### src/hw/rtl/des_pkg.sv
// shared constants, types and helpers for the directory entry sorter
`timescale 1ns / 1ps

package des_pkg;

    // default sizes
    localparam int MAX_ENTRIES_DEF = 64;
    localparam int NAME_LEN_DEF    = 64;

    // port field widths
    localparam int CFG_W   = 7;
    localparam int CHAR_W  = 8;
    localparam int INDEX_W = 6;

    // reset value of the entry limit register
    localparam logic [CFG_W-1:0] MAX_ENTRIES_RST = 7'd64;

    // case folding bounds
    localparam logic [CHAR_W-1:0] CHAR_UP_A = 8'h41;
    localparam logic [CHAR_W-1:0] CHAR_UP_Z = 8'h5A;
    localparam logic [CHAR_W-1:0] CHAR_LO_A = 8'h61;

    // back end status seen by the front end
    typedef struct packed {
        logic busy;
    } back_status_t;

    // fold upper case ascii letters to lower case
    function automatic logic [CHAR_W-1:0] fold_char(input logic [CHAR_W-1:0] c);
        logic [CHAR_W-1:0] r;
        r = c;
        if (c >= CHAR_UP_A && c <= CHAR_UP_Z)
        begin
            r = c - CHAR_UP_A + CHAR_LO_A;
        end
        return r;
    endfunction

endpackage

### src/hw/rtl/des_job_fifo.sv
// two entry queue of sort jobs between front and back end
`timescale 1ns / 1ps

module des_job_fifo #(
    parameter int W = 7
) (
    input  logic         clk,
    input  logic         rst_n,
    input  logic         push,
    input  logic [W-1:0] push_data,
    input  logic         pop,
    output logic         not_empty,
    output logic [W-1:0] pop_data
);
    import des_pkg::*;

    logic [W-1:0] slot_reg [2];
    logic         wp_reg, rp_reg;
    logic [1:0]   fill_reg;

    assign not_empty = fill_reg != 2'd0;
    assign pop_data  = slot_reg[rp_reg];

    // pointer and fill tracking
    always_ff @(posedge clk or negedge rst_n)
    begin
        if (!rst_n)
        begin
            wp_reg   <= 1'b0;
            rp_reg   <= 1'b0;
            fill_reg <= 2'd0;
        end
        else
        begin
            if (push)
            begin
                wp_reg <= !wp_reg;
            end
            if (pop && not_empty)
            begin
                rp_reg <= !rp_reg;
            end
            fill_reg <= fill_reg + 2'(push) - 2'(pop && not_empty);
        end
    end

    // slot storage
    always_ff @(posedge clk)
    begin
        if (push)
        begin
            slot_reg[wp_reg] <= push_data;
        end
    end

    // queue must not overflow
    a_no_overflow: assert property (@(posedge clk) disable iff (!rst_n)
        push |-> fill_reg != 2'd2)
        else $error("job queue overflow");

endmodule

### config.mk
export PLATFORM = sky130hd
export DESIGN_NAME = des_job_fifo
export DESIGN_NICKNAME = d
export VERILOG_FILES = /design/src/hw/rtl/des_pkg.sv /design/src/hw/rtl/des_job_fifo.sv
export SDC_FILE = /design/constraint.sdc
export NUM_CORES = 1
export LEC_CHECK = 0
export BUFFER_PORTS_ARGS = -buffer_cell sky130_fd_sc_hd__buf_2
export CORE_MARGIN = 3
export CORE_UTILIZATION = 46
export DETAILED_ROUTE_END_ITERATION = 8
export GPL_TIMING_DRIVEN = 0
export PLACE_DENSITY = 0.78
export REMOVE_ABC_BUFFERS = 1
export SYNTH_ARGS = -nofsm -noshare
export SYNTH_HDL_FRONTEND = slang
export SYNTH_SLANG_ARGS = --single-unit
### constraint.sdc
create_clock -name clk -period 3.5 [get_ports clk]
set_input_delay 0.525 -clock clk [delete_from_list [all_inputs] [get_ports clk]]
set_output_delay 0.525 -clock clk [all_outputs]
set_load 0.01 [all_outputs]
==> qor.csv <==
stage,metric,value,unit
detailed_routing,antenna-violating nets left,0,
floorplan,I/O pins,19,
detailed_routing,initial drt markers,5,
synth,post-synth top area share,57.5,%
status,status,completed,
worst_setup_path,critical path class,reg -> out,
finish,final cell count without fillers,75,
cts,later-pin clock latency in the skew report,0.28,ns
timing,min cycle time layout,1.93,ns
finish,area of the multi-input gates,191,µm²
placed_design,PortBufs,18,
worst_setup_path,crit end category,output pin,
cts,CTS tree,yes,
timing,setup TNS,0,ns
finish,Antenna Cells,0,
power_and_ir_drop,VDD IR-drop max,0.000386,V
timing,RSZ-0062 raised after global routing,no,
synth,top area cells in the synthesized netlist,"edfxtp_1, mux2_4, dfrtp_1",
floorplan,Die Height,45.9,µm
finish,fillcell total,111,
timing,setup ws final,1.57,ns
synth,Mean Syn Cell Area,19.2,µm²
cts,Post-CTS Repair Setup Buffers,0,
synth,Yosys cell types,12,
synth,sequential area share after synthesis,71.2,%
grt,first-pass GRT wire length,1610,µm
cts,CTS Buf Count,3,
timing,fmax,0.519,GHz
worst_setup_path,Critical Path Start Type,flop,
finish,share of layout cells above drive strength 1,50.0,%
cts,CTS H-tree lvls,1,
worst_setup_path,FF-to-FF path depth,6,
finish,max FFs per register,14,
detailed_routing,vias per cell,4.88,
timing,Slew @ Worst Pin,0.626,ns
grt,grt ovf,0,
timing,# setup viols final,0,
floorplan,Initial Util,52.2,%
power_and_ir_drop,Int Pwr,484,µW
detailed_routing,drt pass-1 iters,4,
timing,Final Hold Fails,0,
floorplan,Die X,45.9,µm
synth,Post-synth EDFFs,14,
placed_design,dpl cells,70,
finish,Layout Nets,74,
cts,Clock Tree Root,clkbuf_4,
synth,synth cell count leaders,"edfxtp_1, mux2_4, dfrtp_1",
grt,vias in the first global route,381,
cts,number of clock sinks,18,
power_and_ir_drop,Comb power frac,31.8,%
grt,GRT Total Usage,11.4,%
worst_setup_path,WP data required,2.97,ns
synth,top_reg_cell synth,edfxtp_1,
power_and_ir_drop,net switching power,195,µW
timing,fin. max-slew vios,0,
power_and_ir_drop,Clock Power Share,18.2,%
cts,Longest Clk Path Bufs,2,
worst_setup_path,critical path peak fanout,8,
synth,Post-Syn Area,731,µm²
detailed_routing,Residual DRC,0,
timing,post-route clock period utilization,55.0,%
detailed_routing,final WL,1050,µm
detailed_routing,via count,366,
finish,Register Area,520,µm²
run,max_cap viols,0,
placed_design,dpl ws,1.84,ns
floorplan,placement row count,13,
floorplan,floorplan core area,0.00140,mm²
synth,gate count of the mapped netlist,38,
worst_setup_path,CP arrival,1.40,ns
power_and_ir_drop,Lkg Pwr,0.000379,µW
power_and_ir_drop,pwr dens,777,mW/mm²
synth,number of synthesized register bits,18,
power_and_ir_drop,sw frac,28.7,%
detailed_routing,wire per inst,14.0,µm
placed_design,RD Place Congestion,0.686,
grt,initial antenna violation count,0,
power_and_ir_drop,part of the power in registers,50.0,%
synth,ys async rst share,22.2,%
synth,most common cell in the netlist,edfxtp_1,
worst_hold_path,hold path depth,1,
cts,clock-pin transition on the worst setup and hold timing paths,0.10,ns
synth,Yosys top cell by area,edfxtp_1,
finish,Area growth syn-to-layout,19.7,%
floorplan,die area,0.00210,mm²
synth,total number of yosys warnings,0,
timing,Layout Skew,0.00612,ns
worst_hold_path,HP Class,in -> reg,
power_and_ir_drop,Final Total Pwr,679,µW
grt,largest net degree at the start of global routing,11,
timing,relative slew slack,58.2,%
## cell type report
class,instances,area share (%)
Inverter,2,0.858
Sequential cell,18,59.5
Tap cell,15,2.15
Multi-Input combinational cell,17,21.9
Timing Repair Buffer,19,11.4
Clock buffer,4,4.15
## stage by stage
| stage | util, % | hold WS (ns) | area, µm² |
|---|---|---|---|
| floorplan | - | 0.229 | 719 |
| global placement | 59.2 | 0.335 | 828 |
| detailed placement | 59.2 | 0.339 | 828 |
| CTS | 61.8 | 0.0184 | 865 |
| global route | 62.5 | 0.402 | 875 |
| finish | 62.5 | 0.424 | 875 |
## worst paths after layout
kind	start	to	slack [ns]
setup / recovery	rp_reg	pop_data[6]	1.57
hold / removal	push_data[6]	slot_reg[0][6]	0.42
setup reg to reg	fill_reg[1]	fill_reg[1]	2.00
hold reg to reg	wp_reg	wp_reg	0.49
max in group asynchronous	rst_n	fill_reg[1]	2.81
min in group asynchronous	rst_n	fill_reg[0]	0.57
## placed cells by master, fill, tap and decap left out, drive strengths merged, types with 2 or more instances in the layout
master / synthesis / routed
dfrtp: 4 / 4
xor2: 2 / 2
buf: 1 / 18
inv: 2 / 2
edfxtp: 14 / 14
xnor2: 2 / 2
ha: 2 / 2
clkbuf: 0 / 4
mux2: 7 / 7
## metal layers
metal	share of wire, %	track usage, %
met1	39	12.2
met4	0	6.82
met5	0	0
met3	4.9	3.56
met2	56	19.2
## cells by family after synthesis
logic type                 synth area share, %
xor gates and xnor gates                  4.80
muxes                                     14.4
AOI/OAI and AO/OA                         1.03
buffers and inverters                     2.57
DFF                                       71.2
and+or+nand+nor                           2.57
adders and majority gates                 3.42
## critical path, stage by stage (launching register included)
cell and delay, ns:
dfrtp_1 0.64, mux2_4 0.34, buf_2 0.14
## power groups by stage
stage	Clock, µW	Sequential, µW	Combinational (µW)
2_1_floorplan	0	333	161
3_3_place_gp	0	341	213
3_5_place_dp	0	346	222
4_1_cts	127	341	221
5_1_grt	138	348	237
6_report	123	340	216
## timing repair
item | 4_1_cts | 5_1_grt
hold buffers | 0 | 1
resized for setup | 0 | 0
endpoints found under the hold margin | 0 | 2
No activity file was read; power rests on OpenSTA's default activity.
