**src/hw/rtl/des_pkg.sv**
```systemverilog
// shared constants, types and helpers for the directory entry sorter
`timescale 1ns / 1ps

package des_pkg;

    // default sizes
    localparam int MAX_ENTRIES_DEF = 64;
    localparam int NAME_LEN_DEF    = 64;

    // port field widths
    localparam int CFG_W   = 7;
    localparam int CHAR_W  = 8;
    localparam int INDEX_W = 6;

    // reset value of the entry limit register
    localparam logic [CFG_W-1:0] MAX_ENTRIES_RST = 7'd64;

    // case folding bounds
    localparam logic [CHAR_W-1:0] CHAR_UP_A = 8'h41;
    localparam logic [CHAR_W-1:0] CHAR_UP_Z = 8'h5A;
    localparam logic [CHAR_W-1:0] CHAR_LO_A = 8'h61;

    // back end status seen by the front end
    typedef struct packed {
        logic busy;
    } back_status_t;

    // fold upper case ascii letters to lower case
    function automatic logic [CHAR_W-1:0] fold_char(input logic [CHAR_W-1:0] c);
        logic [CHAR_W-1:0] r;
        r = c;
        if (c >= CHAR_UP_A && c <= CHAR_UP_Z)
        begin
            r = c - CHAR_UP_A + CHAR_LO_A;
        end
        return r;
    endfunction

endpackage

```
**src/hw/rtl/des_front.sv**
```systemverilog
// front end: accepts name characters, tracks entries and writes the stores
`timescale 1ns / 1ps

module des_front #(
    parameter int MAX_ENTRIES = 64,
    parameter int NAME_LEN    = 64,
    localparam int IW   = $clog2(MAX_ENTRIES),
    localparam int CPW  = $clog2(NAME_LEN),
    localparam int CNTW = $clog2(MAX_ENTRIES + 1)
) (
    input  logic                       clk,
    input  logic                       rst_n,
    input  logic                       cfg_we,
    input  logic [des_pkg::CFG_W-1:0]  cfg_wdata,
    input  logic                       in_valid,
    output logic                       in_stall,
    input  logic                       is_dir,
    input  logic [des_pkg::CHAR_W-1:0] name_char,
    input  logic                       end_of_name,
    input  logic                       end_of_list,
    input  des_pkg::back_status_t      back_status,
    input  logic                       job_pending,
    output logic                       job_push,
    output logic [CNTW-1:0]            job_count,
    output logic                       nw_en,
    output logic [IW+CPW-1:0]          nw_addr,
    output logic [des_pkg::CHAR_W-1:0] nw_data,
    output logic                       mw_en,
    output logic [IW-1:0]              mw_addr,
    output logic [CPW:0]               mw_data
);
    import des_pkg::*;

    localparam logic [7:0]     MAX8     = 8'(MAX_ENTRIES);
    localparam logic [CPW-1:0] LAST_POS = CPW'(NAME_LEN - 1);

    logic [CFG_W-1:0] max_reg;
    logic [CNTW-1:0]  cnt_reg, cnt_next;
    logic [CPW-1:0]   cp_reg, cp_next;
    logic             kept_reg, kept_next;
    logic             dir_reg, dir_next;

    logic       accept;
    logic       kept_now;
    logic       room;
    logic       dir_bit;
    logic       end_any;
    logic [7:0] lim8;
    logic [CNTW-1:0] cnt_inc;

    // hold off while a listing is queued, being sorted or being sent out
    assign in_stall = job_pending || back_status.busy;
    assign accept   = in_valid && !in_stall;

    // entry limit and keep decision on the first character
    assign lim8     = ({1'b0, max_reg} > MAX8) ? MAX8 : {1'b0, max_reg};
    assign kept_now = (cp_reg == '0) ? (8'(cnt_reg) < lim8) : kept_reg;
    assign room     = cp_reg < LAST_POS;
    assign dir_bit  = (cp_reg == '0) ? is_dir : dir_reg;
    assign end_any  = end_of_name || end_of_list;
    assign cnt_inc  = cnt_reg + CNTW'(kept_now);

    // store write ports
    assign nw_en   = accept && kept_now && room;
    assign nw_addr = {cnt_reg[IW-1:0], cp_reg};
    assign nw_data = name_char;
    assign mw_en   = nw_en;
    assign mw_addr = cnt_reg[IW-1:0];
    assign mw_data = {dir_bit, cp_reg + CPW'(1)};

    // hand a finished listing to the back end
    assign job_push  = accept && end_of_list && (cnt_inc != '0);
    assign job_count = cnt_inc;

    // next state of the entry tracker
    always_comb
    begin
        cnt_next  = cnt_reg;
        cp_next   = cp_reg;
        kept_next = kept_reg;
        dir_next  = dir_reg;
        if (accept)
        begin
            dir_next  = dir_bit;
            kept_next = kept_now;
            if (room)
            begin
                cp_next = cp_reg + CPW'(1);
            end
            if (end_any)
            begin
                cp_next   = '0;
                kept_next = 1'b0;
                cnt_next  = cnt_inc;
            end
            if (end_of_list)
            begin
                cnt_next = '0;
            end
        end
    end

    // entry tracker and limit register
    always_ff @(posedge clk or negedge rst_n)
    begin
        if (!rst_n)
        begin
            max_reg  <= MAX_ENTRIES_RST;
            cnt_reg  <= '0;
            cp_reg   <= '0;
            kept_reg <= 1'b0;
            dir_reg  <= 1'b0;
        end
        else
        begin
            if (cfg_we)
            begin
                max_reg <= cfg_wdata;
            end
            cnt_reg  <= cnt_next;
            cp_reg   <= cp_next;
            kept_reg <= kept_next;
            dir_reg  <= dir_next;
        end
    end

    // entry count never passes the store depth
    a_cnt_range: assert property (@(posedge clk) disable iff (!rst_n)
        32'(cnt_reg) <= MAX_ENTRIES)
        else $error("entry count beyond store depth");

    // an empty listing is never queued
    a_push_nonzero: assert property (@(posedge clk) disable iff (!rst_n)
        job_push |-> job_count != '0)
        else $error("empty listing queued");

    // end of list restarts the tracker
    a_list_restart: assert property (@(posedge clk) disable iff (!rst_n)
        accept && end_of_list |=> cnt_reg == '0 && cp_reg == '0)
        else $error("tracker not cleared after end of list");

endmodule

```
**config.mk**
```make
export PLATFORM = sky130hd
export DESIGN_NAME = des_front
export DESIGN_NICKNAME = d
export VERILOG_FILES = /design/src/hw/rtl/des_pkg.sv /design/src/hw/rtl/des_front.sv
export SDC_FILE = /design/constraint.sdc
export NUM_CORES = 1
export LEC_CHECK = 0
export BUFFER_PORTS_ARGS = -buffer_cell sky130_fd_sc_hd__buf_2
export CORE_MARGIN = 5
export CORE_UTILIZATION = 43
export CTS_CLUSTER_DIAMETER = 60
export CTS_CLUSTER_SIZE = 28
export DETAILED_ROUTE_END_ITERATION = 6
export PLACE_DENSITY = 0.85
export SLEW_MARGIN = 10
export SYNTH_ARGS = -nofsm -noshare
export SYNTH_HDL_FRONTEND = slang
export SYNTH_SLANG_ARGS = --single-unit
```
**constraint.sdc**
```tcl
create_clock -name clk -period 2.8 [get_ports clk]
set_input_delay 0.28 -clock clk [delete_from_list [all_inputs] [get_ports clk]]
set_output_delay 0.28 -clock clk [all_outputs]
set_load 0.01 [all_outputs]
```
==> results of run 1 <==
## cells by family (layout without fill, tap and decap cells)
group,count (synthesis),in the layout,share of synthesized area (%)
simple gates,40,40,15.5
buf+inv,32,106,13.3
compound gates,31,31,15.0
flops,22,22,35.9
fa+ha+maj,10,10,8.14
xor+xnor,10,10,5.70
mux,9,9,6.51
## repair_timing
item | in CTS | in global routing
resized for setup | 11 | 29
hold buffers | 1 | 0
endpoints found under the setup margin | 7 | 9
pin swaps | 9 | 9
hold endpoints to repair | 21 | 0
setup buffers | 7 | 11
## per-layer routing
layer / up-vias / part of all wire, % / global-route usage, %
li1: 681 / - / -
met1: 683 / 38 / 19.0
met2: 45 / 54 / 28.0
met3: 12 / 4.8 / 2.46
met4: 0 / 3.2 / 5.11
met5: - / 0 / 0
## cell usage in the layout, fill, tap and decap left out, types with 3 or more instances in the layout
cell	n
a31oi_1	3
mux2_2	8
nand3_1	5
ha_1	4
xnor2_2	4
nor2_1	3
nand2b_1	4
a32o_1	5
buf_6	13
dfrtp_1	21
nand3_4	3
o21ai_0	8
clkbuf_4	3
inv_1	5
buf_2	48
ha_4	5
buf_4	34
xnor2_1	4
nand2_1	9
## critical path: stages, from the launching register on
cell      delay, ps
dfstp_2         580
inv_4            60
nand2_4          60
ha_4            190
a21o_1          180
a31oi_1         190
o211ai_1        200
o22ai_2         160
ha_2            260
ha_4            220
or4_1           500
o311a_1         300
buf_2           140
## report_power, final
group	switching, mW	leakage [nW]	internal (mW)
sequential	0.0210	0.284	0.348
clock	0.0980	0.0279	0.145
combinational	0.215	0.857	0.245
## final cells by class
cell class / count / area share [%]
Inverter: 6 / 1.08
Multi-Input combinational cell: 100 / 42.2
Sequential cell: 22 / 23.8
Timing Repair Buffer: 96 / 28.2
Clock inverter: 1 / 1.30
Tap cell: 46 / 2.49
Clock buffer: 3 / 0.973
## through the flow
stage               TNS (ps)  std cells  power, mW  setup slack [ps]
floorplan               -238        154      0.596              -238
CTS                    -1520        264      0.981              -677
global route           -4820        274       1.13              -949
finish                 -3390        274       1.07              -834
global placement        -298        254      0.707              -298
detailed placement      -450        254      0.719              -365
## final timing paths
kind                            cells after the start  slack (ps)                endpoint
worst max-delay path                               12        -830                job_push
worst min-delay path                                2         190  max_reg[0]$_DFFE_PN0P_
worst max register to register                     18        -310  cnt_reg[5]$_DFFE_PN0P_
worst min register to register                      1         520     dir_reg$_DFFE_PN0P_
max in group asynchronous                           2        1990  max_reg[6]$_DFFE_PN1P_
min in group asynchronous                           2         450   cp_reg[0]$_DFFE_PN0P_
==> reports/metrics.yaml, run 1 <==
critical_path:
  crit_fanout: 4
  r2r-start: "max_reg[6]$_DFFE_PN1P_"
  path_class: "register to primary output"
  arrival_ps: 3350
  startpoint: "max_reg[6]$_DFFE_PN1P_"
  end_kind: "primary output"
  critPathLaunchType: "register"
  critPathRequiredTime_ps: 2520
clock_network:
  cts_tree: "yes"
  cts.sinks: 22
  insertion_delay_ps: 310
  clk_pin_slew_worst_paths_ps: 120
  clockBufferDepth: 2
  root_buffer: "clkbuf_4"
  cts_htree_levels: 1
  cts_buffers: 3
logic_synthesis:
  syn_area_sq_um: 1540
  async_reset_ff_share_pct: 100
  seq_area_frac_synth_pct: 35.9
  ys_warn_count: 0
  synth_top_area_cell: "dfrtp_1"
  synth.most_common_cell: "buf_4"
  syn_inst: 154
  yosys-top-cells-area: "dfrtp_1, buf_4, ha_1"
  synth_enable_flop_cells: 0
  synth.avg_cell_area_sq_um: 9.98
  synth_common_cells: "buf_4, dfrtp_1, nand2_1"
  synth_top_area_share_pct: 34.2
  synth.distinct_cells: 39
  synth_nets: 188
  ys_seq_elements: 22
  ys.flop_type: "dfrtp_1"
final_layout:
  syn_to_final_growth_pct: 50.7
  final_util_pct: 68.3
  final_area_sq_um: 2310
  n_antenna_cell: 0
  drive_above_1_share_pct: 60.1
  multiInputGateArea_sq_um: 976
  seq_area_sq_um: 552
  fillerInstances: 251
  layout.nets: 263
sta:
  holdWs_ps: 189
  slew_viol_final: 0
  rsz0062_at_grt: "true"
  setup_viol: 11
  slew_headroom_pct: 58.8
  tightest_slew_ps: 612
  fin_crit_ps: 3630
  layout_setup_ws_ps: -834
  skew_ps: 2.56
  hold_violations: 0
  post-route-period-util_pct: 130
  timing.fmax_mhz: 275
floorplanning:
  row_count: 21
  dieWidth_um: 69.8
  pin_count: 68
  core_area_sq_um: 3390
  die_h_um: 69.8
  dieArea_sq_um: 4870
  initial_core_util_pct: 45.3
power_and_ir_drop:
  leakagePower_nw: 1.17
  vdd_drop_max_v: 0.000273
  powerDensity_nw_per_um2: 463
run:
  cap_violations: 0
outcome:
  violations: "setup timing"
  status: "finished, violations left"
route:
  post_drt_wl_per_cell_um: 15.8
  dr.pass1.iters: 6
  postRouteAntennaNets: 0
  viasPerCell: 5.19
  vias: 1421
  wl_um: 4320
  drc: 0
  drt-initial-drc-count: 68
grt:
  grtUsageTotal_pct: 15.7
  grt-ovfl-total: 0
  first_global_vias: 1353
  grt_max_degree: 23
  grt_pass1_wl_um: 6310
  antenna_found_initial: 0
placed_design:
  port_buffers: 51
  gp_congestion: 0.833
  place_hpwl_um: 2870
  post_dp_cell_area_sq_um: 1920
worst_hold_path:
  hp-class: "input port to register"
  hp-start: "cfg_wdata[0]"
Power figures use the tool's default switching activity.
==> run 2, diff against run 1 <==
--- a/config.mk
+++ b/config.mk
@@ -7,11 +7,12 @@
 export LEC_CHECK = 0
 export BUFFER_PORTS_ARGS = -buffer_cell sky130_fd_sc_hd__buf_2
 export CORE_MARGIN = 5
-export CORE_UTILIZATION = 43
+export CORE_UTILIZATION = 51
 export CTS_CLUSTER_DIAMETER = 60
 export CTS_CLUSTER_SIZE = 28
 export DETAILED_ROUTE_END_ITERATION = 6
-export PLACE_DENSITY = 0.85
+export PLACE_DENSITY = 0.93
+export SETUP_SLACK_MARGIN = 0.5
 export SLEW_MARGIN = 10
 export SYNTH_ARGS = -nofsm -noshare
 export SYNTH_HDL_FRONTEND = slang
==> constraint.sdc (replaced) <==
create_clock -name clk -period 4.3 [get_ports clk]
set_input_delay 0.43 -clock clk [delete_from_list [all_inputs] [get_ports clk]]
set_output_delay 0.43 -clock clk [all_outputs]
set_load 0.01 [all_outputs]
==> run 2 against run 1 <==
Critical path type unchanged. Highest routed layer unchanged. Clock skew up 0.90 ps. Register-to-register slack improved by 1900 ps. Global-route usage grew 3.4 points. Sequential power shrank 31%. Via count is 4.4% lower. Sequential share of layout area grew 5.6 points. The run now ends clean. Worst setup slack better by 1400 ps.
==> reports/metrics.yaml, run 2 (synthesis gave the netlist of run 1 again) <==
final_layout:
  mostFrequentLayoutCell: "buf_2"
  syn_to_final_growth_pct: 21.8
  drive_above_1_share_pct: 46.9
  layout.nets: 231
  fin_cells: 229
  final_cell_mix: "buf_2, dfrtp_1, buf_4"
  fillerInstances: 230
  n_antenna_cell: 0
critical_path:
  end_kind: "primary output"
  max_stage_delay_ps: 570
  arrival_ps: 3350
  r2r-start: "max_reg[6]$_DFFE_PN1P_"
  path_class: "register to primary output"
  startpoint: "max_reg[6]$_DFFE_PN1P_"
  crit_family: "compound AO/OA/AOI/OAI gates"
  worstPathBufferInverterCount: 3
  crit_fanout: 7
  critPathRequiredTime_ps: 3870
  critPathLaunchType: "register"
  cp_cell_sequence: "inv_4 -> nand2_2 -> ha_1 -> a211o_1 -> o211ai_1 -> inv_1 -> o22ai_2 -> ha_4 -> nand3_4 -> xnor2_4 -> or4_1 -> o311a_1 -> buf_2"
  cpMaxStageDelayCell: "dfstp_2"
grt:
  antenna_found_initial: 0
  grtUsageTotal_pct: 19.1
  grt_max_degree: 23
  grt_pass1_wl_um: 6280
  first_global_vias: 1331
  grt-ovfl-total: 0
sta:
  skew_ps: 3.46
  timing.fmax_mhz: 265
  slew_headroom_pct: 32.1
  post-route-period-util_pct: 87.8
  tightest_slew_ps: 1010
  setup_viol: 0
  hold_violations: 0
  rsz0062_at_grt: "true"
  fin_crit_ps: 3780
  slew_viol_final: 0
  fin_setup_tns_ps: 0
  layout_setup_ws_ps: 523
floorplanning:
  pin_count: 68
  dieWidth_um: 64.9
  core_area_sq_um: 2980
  initial_core_util_pct: 51.6
  dieArea_sq_um: 4210
  row_count: 20
  die_h_um: 64.9
route:
  vias: 1358
  drc: 0
  wl_um: 3990
  post_drt_wl_per_cell_um: 17.4
  dr.pass1.iters: 4
  drt-initial-drc-count: 103
  postRouteAntennaNets: 0
  viasPerCell: 5.93
power_and_ir_drop:
  powerDensity_nw_per_um2: 324
  leakagePower_nw: 0.958
  vdd_drop_max_v: 0.000255
placed_design:
  place_inst: 212
  port_buffers: 51
  gp_congestion: 0.822
  place_hpwl_um: 2560
  pre_cts_ws_ps: 722
worst_hold_path:
  hp-class: "input port to async pin"
run:
  cap_violations: 0
clock_network:
  cts_buffers: 3
  cts_htree_levels: 1
  clk_pin_slew_worst_paths_ps: 120
  hold_buffers: 0
  cts.sinks: 22
  cts_tree: "yes"
  root_buffer: "clkbuf_4"
  insertion_delay_ps: 310
  clockBufferDepth: 2
outcome:
  status: "finished, final reports clean"
## run 2: cell types whose count changed in the layout (fill, tap and decap cells not counted), moves of 2 or more
| cell | delta |
|---|---|
| buf_2 | +3 |
| buf_4 | -21 |
| buf_6 | -13 |
| ha_1 | +3 |
| ha_4 | -2 |
| nand2_4 | -2 |
| nand3_1 | +3 |
| nand3_4 | -2 |
| o31ai_1 | +2 |
| o31ai_4 | -2 |
| xnor2_1 | +3 |
| xnor2_2 | -4 |
## run 2: where the power goes
group	internal (mW)	total (mW)	switching (mW)
registers	0.227	0.255	0.0279
clock network	0.0518	0.114	0.0622
logic	0.125	0.237	0.112
total	0.403	0.606	0.203
## run 2: path summary, 6_finish.rpt
check	cells past startpoint	slack (ps)	end
max reg2reg	16	1580	kept_reg$_DFFE_PN0P_
min in group clk	2	340	max_reg[4]$_DFFE_PN0P_
max	13	520	job_push
max in group asynchronous	1	3880	max_reg[6]$_DFFE_PN1P_
min	1	60	cp_reg[5]$_DFFE_PN0P_
min reg2reg	1	530	dir_reg$_DFFE_PN0P_
## run 2: timing repair
| action | CTS | global route |
|---|---|---|
| endpoints found under the setup margin | 1 | 4 |
| pin swaps | 2 | 7 |
| setup buffers | 10 | 3 |
| resized for setup | 4 | 11 |
| cloned | 0 | 0 |
## run 2: through the flow
step / hold slack, ps / utilization (%) / instance area [sq um] / power [mW]
finish: 59.8 / 62.9 / 1870 / 0.606
global route: 90.7 / 62.9 / 1870 / 0.641
floorplan: 134 / - / 1540 / 0.376
CTS: 76.0 / 59.8 / 1780 / 0.566
global placement: 415 / 55.5 / 1650 / 0.405
detailed placement: 422 / 55.5 / 1650 / 0.414
## run 2: cell type report
class	count	area [sq um]	share of cell area (%)
flip-flops and latches	22	552	29.5
clock buffers	4	36.3	1.94
repair buffers	64	353	18.9
inverters	6	25.0	1.34
well taps	33	41.3	2.21
multi-input cells	100	865	46.2
## run 2: routing by layer
metal | track usage, % | up-vias | part of all wire, %
met5 | 0 | - | 0
met4 | 14.2 | 0 | 5.4
met3 | 3.81 | 25 | 6.5
met2 | 30.8 | 66 | 52
met1 | 22.3 | 648 | 36
li1 | - | 619 | -
